$ cat config.mk
export PLATFORM = sky130hd
export DESIGN_NAME = streaming_k_smallest_select
export DESIGN_NICKNAME = d
export VERILOG_FILES = /design/src/hdl/sks_pkg.sv /design/src/hdl/streaming_k_smallest_select.sv /design/src/hdl/sks_cell.sv
export SDC_FILE = /design/constraint.sdc
export NUM_CORES = 2
export LEC_CHECK = 0
export BUFFER_PORTS_ARGS = -buffer_cell sky130_fd_sc_hd__buf_2
export CORE_MARGIN = 1
export CORE_UTILIZATION = 25
export DETAILED_ROUTE_END_ITERATION = 16
export GPL_TIMING_DRIVEN = 0
export PLACE_DENSITY_LB_ADDON = 0.15
export REMOVE_ABC_BUFFERS = 1
export SLEW_MARGIN = 20
export SYNTH_ARGS = -nofsm -noshare
export SYNTH_HDL_FRONTEND = slang
export SYNTH_SLANG_ARGS = --single-unit
$ cat constraint.sdc
create_clock -name i_clk -period 10.3 [get_ports i_clk]
set_input_delay 2.575 -clock i_clk [delete_from_list [all_inputs] [get_ports i_clk]]
set_output_delay 2.575 -clock i_clk [all_outputs]
set_load 0.005 [all_outputs]
$ cat src/hdl/sks_pkg.sv
// Shared types and constants for the streaming k-smallest selector.
package sks_pkg;

    localparam int KMaxDefault     = 16;
    localparam int ValueWidthDef   = 32;
    localparam int KeepCountW      = 5;
    localparam logic [KeepCountW-1:0] KeepCountRst = 5'd4;

    typedef enum logic [1:0] {
        ST_IDLE,
        ST_DRAIN,
        ST_EMPTY
    } t_state;

    // Per-cycle command broadcast to every cell of the chain.
    typedef struct packed {
        logic insert;
        logic drain;
    } t_cell_ctrl;

endpackage

$ cat src/hdl/streaming_k_smallest_select.sv
// Top level of the streaming k-smallest selector: cell chain, control and output register.
//
//  channel   | dir | handshake                  | word contents
//  s_axis    | in  | tvalid/tready              | tdata: sample_value; tlast: end_of_stream
//  m_axis    | out | tvalid/tready              | tdata: kept_value; tlast: run_end;
//            |     |                            | tuser: no_answer
//  cfg       | in  | valid/ready                | data: keep_count
//
// While a stream is collected one word is taken every cycle unless cfg valid is high;
// each word is sorted into the chain in the cycle it is accepted, all cells in parallel.
// After the last word, the chain shifts toward the output until k results are loaded
// (one a cycle unless m_axis stalls, largest first); s_axis and cfg wait till then.
// A short stream gives one flagged result, loaded from ST_EMPTY once the output register is free.
// Back-pressure on m_axis stalls the report; the output register holds its word.
// Reset (i_rst_n low, synchronous) empties the chain and sets keep_count to 4.
module streaming_k_smallest_select
    import sks_pkg::*;
#(
    parameter int K_MAX       = KMaxDefault,
    parameter int VALUE_WIDTH = ValueWidthDef
) (
    input  logic                           i_clk,
    input  logic                           i_rst_n,
    input  logic                           i_s_axis_tvalid,
    output logic                           o_s_axis_tready,
    input  logic [((VALUE_WIDTH+7)/8)*8-1:0] i_s_axis_tdata,  // [VW-1:0] sample_value
    input  logic                           i_s_axis_tlast,    // end_of_stream
    output logic                           o_m_axis_tvalid,
    input  logic                           i_m_axis_tready,
    output logic [((VALUE_WIDTH+7)/8)*8-1:0] o_m_axis_tdata,  // [VW-1:0] kept_value
    output logic                           o_m_axis_tlast,    // run_end
    output logic                           o_m_axis_tuser,    // [0] no_answer
    input  logic                           i_cfg_valid,
    output logic                           o_cfg_ready,
    input  logic [KeepCountW-1:0]          i_cfg_data         // keep_count
);

    localparam int TDATA_W = ((VALUE_WIDTH + 7) / 8) * 8;
    localparam int CNT_W   = $clog2(K_MAX + 1);
    localparam int IDX_W   = (K_MAX > 1) ? $clog2(K_MAX) : 1;

    t_state                 r_state, n_state;
    logic [CNT_W-1:0]       r_fill, n_fill;
    logic [CNT_W-1:0]       r_left, n_left;
    logic [KeepCountW-1:0]  r_kc, n_kc;
    logic                   r_ovalid, n_ovalid;
    logic signed [VALUE_WIDTH-1:0] r_odata, n_odata;
    logic                   r_olast, n_olast;
    logic                   r_oempty, n_oempty;

    logic signed [VALUE_WIDTH-1:0] w_sample;
    logic signed [VALUE_WIDTH-1:0] w_val  [K_MAX];
    logic signed [VALUE_WIDTH-1:0] w_prev [K_MAX];
    logic [K_MAX-1:0]       w_keep;
    logic [K_MAX-1:0]       w_prev_keep;
    logic [K_MAX-1:0]       w_occ;
    logic [CNT_W-1:0]       w_k;
    logic [CNT_W-1:0]       w_fill_ins;
    logic signed [VALUE_WIDTH-1:0] w_tail;
    logic                   w_s_acc;
    logic                   w_cfg_acc;
    logic                   w_out_free;
    t_cell_ctrl             w_ctrl;

    assign w_sample   = i_s_axis_tdata[VALUE_WIDTH-1:0];
    assign o_cfg_ready     = (r_state == ST_IDLE);
    assign o_s_axis_tready = (r_state == ST_IDLE) && !i_cfg_valid;
    assign w_s_acc    = i_s_axis_tvalid && o_s_axis_tready;
    assign w_cfg_acc  = i_cfg_valid && o_cfg_ready;
    assign w_out_free = !r_ovalid || i_m_axis_tready;

    // clamp k into 1..K_MAX
    always_comb begin
        if (r_kc == '0) begin
            w_k = CNT_W'(1);
        end else if (int'(r_kc) > K_MAX) begin
            w_k = CNT_W'(K_MAX);
        end else begin
            w_k = CNT_W'(int'(r_kc));
        end
    end

    assign w_fill_ins = (r_fill < w_k) ? r_fill + CNT_W'(1) : r_fill;
    assign w_tail     = w_val[IDX_W'(w_k - CNT_W'(1))];

    assign w_ctrl.insert = w_s_acc;
    assign w_ctrl.drain  = (r_state == ST_DRAIN) && w_out_free;

    for (genvar g = 0; g < K_MAX; g++) begin : g_cell
        assign w_occ[g] = (CNT_W'(g) < r_fill);
        if (g == 0) begin : g_head
            assign w_prev[g]      = w_sample;
            assign w_prev_keep[g] = 1'b1;
        end else begin : g_body
            assign w_prev[g]      = w_val[g-1];
            assign w_prev_keep[g] = w_keep[g-1];
        end
        sks_cell #(
            .VALUE_WIDTH (VALUE_WIDTH)
        ) u_cell (
            .i_clk        (i_clk),
            .i_ctrl       (w_ctrl),
            .i_occupied   (w_occ[g]),
            .i_sample     (w_sample),
            .i_prev_value (w_prev[g]),
            .i_prev_keep  (w_prev_keep[g]),
            .o_value      (w_val[g]),
            .o_keep       (w_keep[g])
        );
    end

    always_comb begin
        n_state  = r_state;
        n_fill   = r_fill;
        n_left   = r_left;
        n_kc     = r_kc;
        n_ovalid = r_ovalid && !i_m_axis_tready;
        n_odata  = r_odata;
        n_olast  = r_olast;
        n_oempty = r_oempty;
        case (r_state)
            ST_IDLE: begin
                if (w_cfg_acc) begin
                    n_kc   = i_cfg_data;
                    n_fill = '0;
                end else if (w_s_acc) begin
                    if (i_s_axis_tlast) begin
                        n_fill = '0;
                        n_left = w_k;
                        n_state = (w_fill_ins < w_k) ? ST_EMPTY : ST_DRAIN;
                    end else begin
                        n_fill = w_fill_ins;
                    end
                end
            end
            ST_DRAIN: begin
                // emit the top cell and advance the chain toward it
                if (w_out_free) begin
                    n_ovalid = 1'b1;
                    n_odata  = w_tail;
                    n_olast  = (r_left == CNT_W'(1));
                    n_oempty = 1'b0;
                    n_left   = r_left - CNT_W'(1);
                    if (r_left == CNT_W'(1)) begin
                        n_state = ST_IDLE;
                    end
                end
            end
            ST_EMPTY: begin
                if (w_out_free) begin
                    n_ovalid = 1'b1;
                    n_odata  = '0;
                    n_olast  = 1'b1;
                    n_oempty = 1'b1;
                    n_state  = ST_IDLE;
                end
            end
            default: begin
                n_state = ST_IDLE;
            end
        endcase
    end

    always_ff @(posedge i_clk) begin
        if (!i_rst_n) begin
            r_state  <= ST_IDLE;
            r_fill   <= '0;
            r_left   <= '0;
            r_kc     <= KeepCountRst;
            r_ovalid <= 1'b0;
        end else begin
            r_state  <= n_state;
            r_fill   <= n_fill;
            r_left   <= n_left;
            r_kc     <= n_kc;
            r_ovalid <= n_ovalid;
        end
    end

    always_ff @(posedge i_clk) begin
        r_odata  <= n_odata;
        r_olast  <= n_olast;
        r_oempty <= n_oempty;
    end

    assign o_m_axis_tvalid = r_ovalid;
    assign o_m_axis_tdata  = TDATA_W'($unsigned(r_odata));
    assign o_m_axis_tlast  = r_olast;
    assign o_m_axis_tuser  = r_oempty;

endmodule

$ cat src/hdl/sks_cell.sv
// One cell of the sorted insertion chain: holds one kept value.
module sks_cell
    import sks_pkg::*;
#(
    parameter int VALUE_WIDTH = ValueWidthDef
) (
    input  logic                          i_clk,
    input  t_cell_ctrl                    i_ctrl,
    input  logic                          i_occupied,
    input  logic signed [VALUE_WIDTH-1:0] i_sample,
    input  logic signed [VALUE_WIDTH-1:0] i_prev_value,
    input  logic                          i_prev_keep,
    output logic signed [VALUE_WIDTH-1:0] o_value,
    output logic                          o_keep
);

    logic signed [VALUE_WIDTH-1:0] r_value;
    logic signed [VALUE_WIDTH-1:0] n_value;

    // an empty cell acts as +infinity; equal values stay put
    assign o_keep  = i_occupied && (r_value <= i_sample);
    assign o_value = r_value;

    always_comb begin
        n_value = r_value;
        if (i_ctrl.drain) begin
            n_value = i_prev_value;
        end else if (i_ctrl.insert && !o_keep) begin
            n_value = i_prev_keep ? i_sample : i_prev_value;
        end
    end

    always_ff @(posedge i_clk) begin
        r_value <= n_value;
    end

endmodule

==> out/qor.txt <==
=================================================================================
Setup repair after global routing missed its margin                            no
Worst slack on hold paths                                                0.483 ns
Async SR Flop Fraction                                                         0%
Buffer type at the clock tree root                                   sky130_fd_sc_hd__clkbuf_16
Maximum resistive drop on vdd                                              174 uV
Number of I/O pins                                                             80
Number of antenna cells inserted                                                0
Number of I/O port buffers                                                     79
Average vias per placed instance                                             5.20
Level count of the clock H-tree                                                 3
Lkg Pwr                                                                   16.6 nW
Worst setup SP type                                                     input pin
Post-CTS Setup Inserts                                                          0
Width of the chip                                                     396 microns
Top cell type by total area after synthesis                          sky130_fd_sc_hd__edfxtp_1
Post-layout instance area                                            45,600 sq um
Final GP Congestion                                                         0.845
Maximum number of pins on one net before global-route repair                   56
Area overhead of the layout relative to synthesis                           17.5%
Total die area                                                       157,000 sq um
Rows                                                                          144
Yosys warning count                                                             0
Violation count after the first detailed-routing iteration                  1,886
Post-Route Skew                                                         0.0369 ns
Max Transition Viols Final                                                      0
Number of endpoints with negative hold slack in the final report                0
DRT antenna net count                                                           0
Max-cap violation count                                                         0
Cell area reported after detailed placement                          43,300 sq um
Area fraction of the dominant cell type after synthesis                     42.2%
Post-synthesis cell area                                             38,800 sq um
F_max                                                                   0.140 GHz
Grt ovf                                                                         0
Count of state elements after synthesis                                       564
Final period util                                                           69.3%
Quantity of hold-fixing buffers added after cts                                 0
Count of cell types in the netlist                                             78
Vias in the first global route                                             27,298
Chip Height                                                           396 microns
Standard cell core area                                              154,000 sq um
Post-DP HPWL                                                         116,000 microns
Share of synthesized area occupied by flip-flops and latches                43.2%
Max Buffers Root-to-Sink                                                        3
Number of cells on the worst reg-to-reg path                                   13
Total power                                                               10.8 mW
Cell count after synthesis                                                  2,985
Power density relative to cell area                                   236 nW/um^2
Tot GR Track Use                                                            19.2%
Worst hold path type                                                 flip-flop to flip-flop
Endpoint arrival time on the critical path                                7.51 ns
Routed len/inst                                                      29.2 microns
Worst slack after detailed placement                                      2.55 ns
Number of sinks on the clock net                                              564
Leading register cell type out of synthesis                          sky130_fd_sc_hd__edfxtp_1
Time the final worst path needs with I/O delays and setup                 7.14 ns
Drt first pass iters                                                            5
Most common cell in the synthesized netlist                          sky130_fd_sc_hd__edfxtp_1
Routed WL                                                            152,000 microns
Worst skew pair latency                                                   0.69 ns
Clock tree from TritonCTS                                                     yes
Post-layout util                                                            29.6%
Run status                                                           finished, final reports clean
Critical Path RT                                                         10.67 ns
Starting density of the core                                                25.2%
Cell types with the largest area share after synthesis               sky130_fd_sc_hd__edfxtp_1, sky130_fd_sc_hd__ha_1, sky130_fd_sc_hd__mux2_2
Count of cells resized by post-cts repair                                       0
Net total in the final layout                                               3,677
Vias after detailed routing                                                27,089
Number of buffers created by CTS                                               75
CP endpoint kind                                                        flip-flop
EDFF count, synth                                                             546
Layout cell share with drive strength beyond 1                              30.0%
Syn avg cell area                                                      13.0 sq um
Commonest cells in the netlist                                       sky130_fd_sc_hd__edfxtp_1, sky130_fd_sc_hd__ha_1, sky130_fd_sc_hd__mux2_2
Maximum fanout along the worst path                                            17
Worst-margin pin slew                                                     1.19 ns
DRC violation count after routing                                               0
Initial antenna violation count                                                 3
Register clock-pin slew on the reported worst setup and hold paths        0.06 ns
Worst relative slew slack                                                   18.7%
Final setup vio count                                                           0
Global-route wire length before repair                               214,000 microns
Type of the setup path with the least slack                          input pin to flip-flop
Number of instances on the worst hold path                                      2
Post-route worst setup slack                                              3.16 ns
=================================================================================
kinds of logic (layout without fill, tap and decap cells):
logic type / after synthesis / after routing / share of synthesized area, %
xor gates and xnor gates: 5 / 5 / 0.113
AOI/OAI and AO/OA: 524 / 524 / 8.63
DFF: 564 / 564 / 43.2
and+or+nand+nor: 547 / 547 / 7.03
muxes: 613 / 613 / 21.8
adders and majority gates: 527 / 527 / 17.0
buffers and inverters: 205 / 382 / 2.32
through the flow:
| stage | setup TNS (ns) | std cells |
|---|---|---|
| after floorplan | 0 | 2856 |
| after global placement | -1845.39 | 4979 |
| after detailed placement | 0 | 5074 |
| after CTS | 0 | 5206 |
| after global routing | 0 | 5206 |
| final | 0 | 5206 |
sequential cells by signal, summed over array words and instances (netlist names):
signal,cells
g_cell.u_cell.o_value,512
o_m_axis_tdata,32
o_m_axis_tlast,1
o_m_axis_tuser,1
o_m_axis_tvalid,1
r_fill,5
r_kc,5
r_left,5
r_state,2
area by class of cell:
cell class / instances / area [sq um]
Clock buffer: 89 / 1950
Clock inverter: 43 / 352
Fill cell: 15585 / 108000
Inverter: 76 / 293
Multi-Input combinational cell: 2216 / 21600
Sequential cell: 564 / 16800
Tap cell: 2044 / 2560
Timing Repair Buffer: 174 / 2170
placed cells by master, fill, tap and decap left out, drive strengths merged, types with 7 or more instances in the layout:
cell type    n
a21oi      211
a21boi       8
a211oi      33
a31oi       10
o211ai      23
nand4      106
inv         78
mux2       484
o221ai       7
nor3        32
o21a         8
buf        174
mux4       128
dfxtp       18
nand2      175
nor4b        8
edfxtp     546
clkinv      32
a21o        30
nor2b       19
clkbuf      89
ha         527
o21ai       74
nor4        23
a22oi       64
nor2        83
nand3       61
nand2b       9
a2111oi     11
power breakdown:
part,leakage (nW),switching (mW),internal [mW]
Combinational,10.2,2.50,1.80
Clock,1.11,1.13,1.45
Sequential,5.26,0.480,3.40
final timing paths:
check,startpoint,to,slack (ns)
max,i_s_axis_tdata[10],g_cell[9].u_cell.o_value[8],3.16
min,r_left[3],r_left[3],0.48
max reg2reg,r_kc[1],o_m_axis_tdata[8],5.15
min reg2reg,r_left[3],r_left[3],0.48
routing by layer:
layer  routed length, microns  GRT usage [%]
met5                        8              0
met4                     4530           5.44
met3                     6860           3.16
met2                    73100           32.1
met1                    67200           25.3
critical path, cell delays in order:
cell and delay [ns]:
sky130_fd_sc_hd__buf_2 0.33, sky130_fd_sc_hd__inv_1 0.50, sky130_fd_sc_hd__ha_1 0.49, sky130_fd_sc_hd__nand4_1 0.31
sky130_fd_sc_hd__nor4_1 0.90, sky130_fd_sc_hd__nand2_1 0.38, sky130_fd_sc_hd__o211ai_1 0.56, sky130_fd_sc_hd__a41oi_4 0.56
sky130_fd_sc_hd__buf_8 0.34, sky130_fd_sc_hd__nor2_4 0.25, sky130_fd_sc_hd__buf_12 0.22
(Power assumes the default switching activity.)
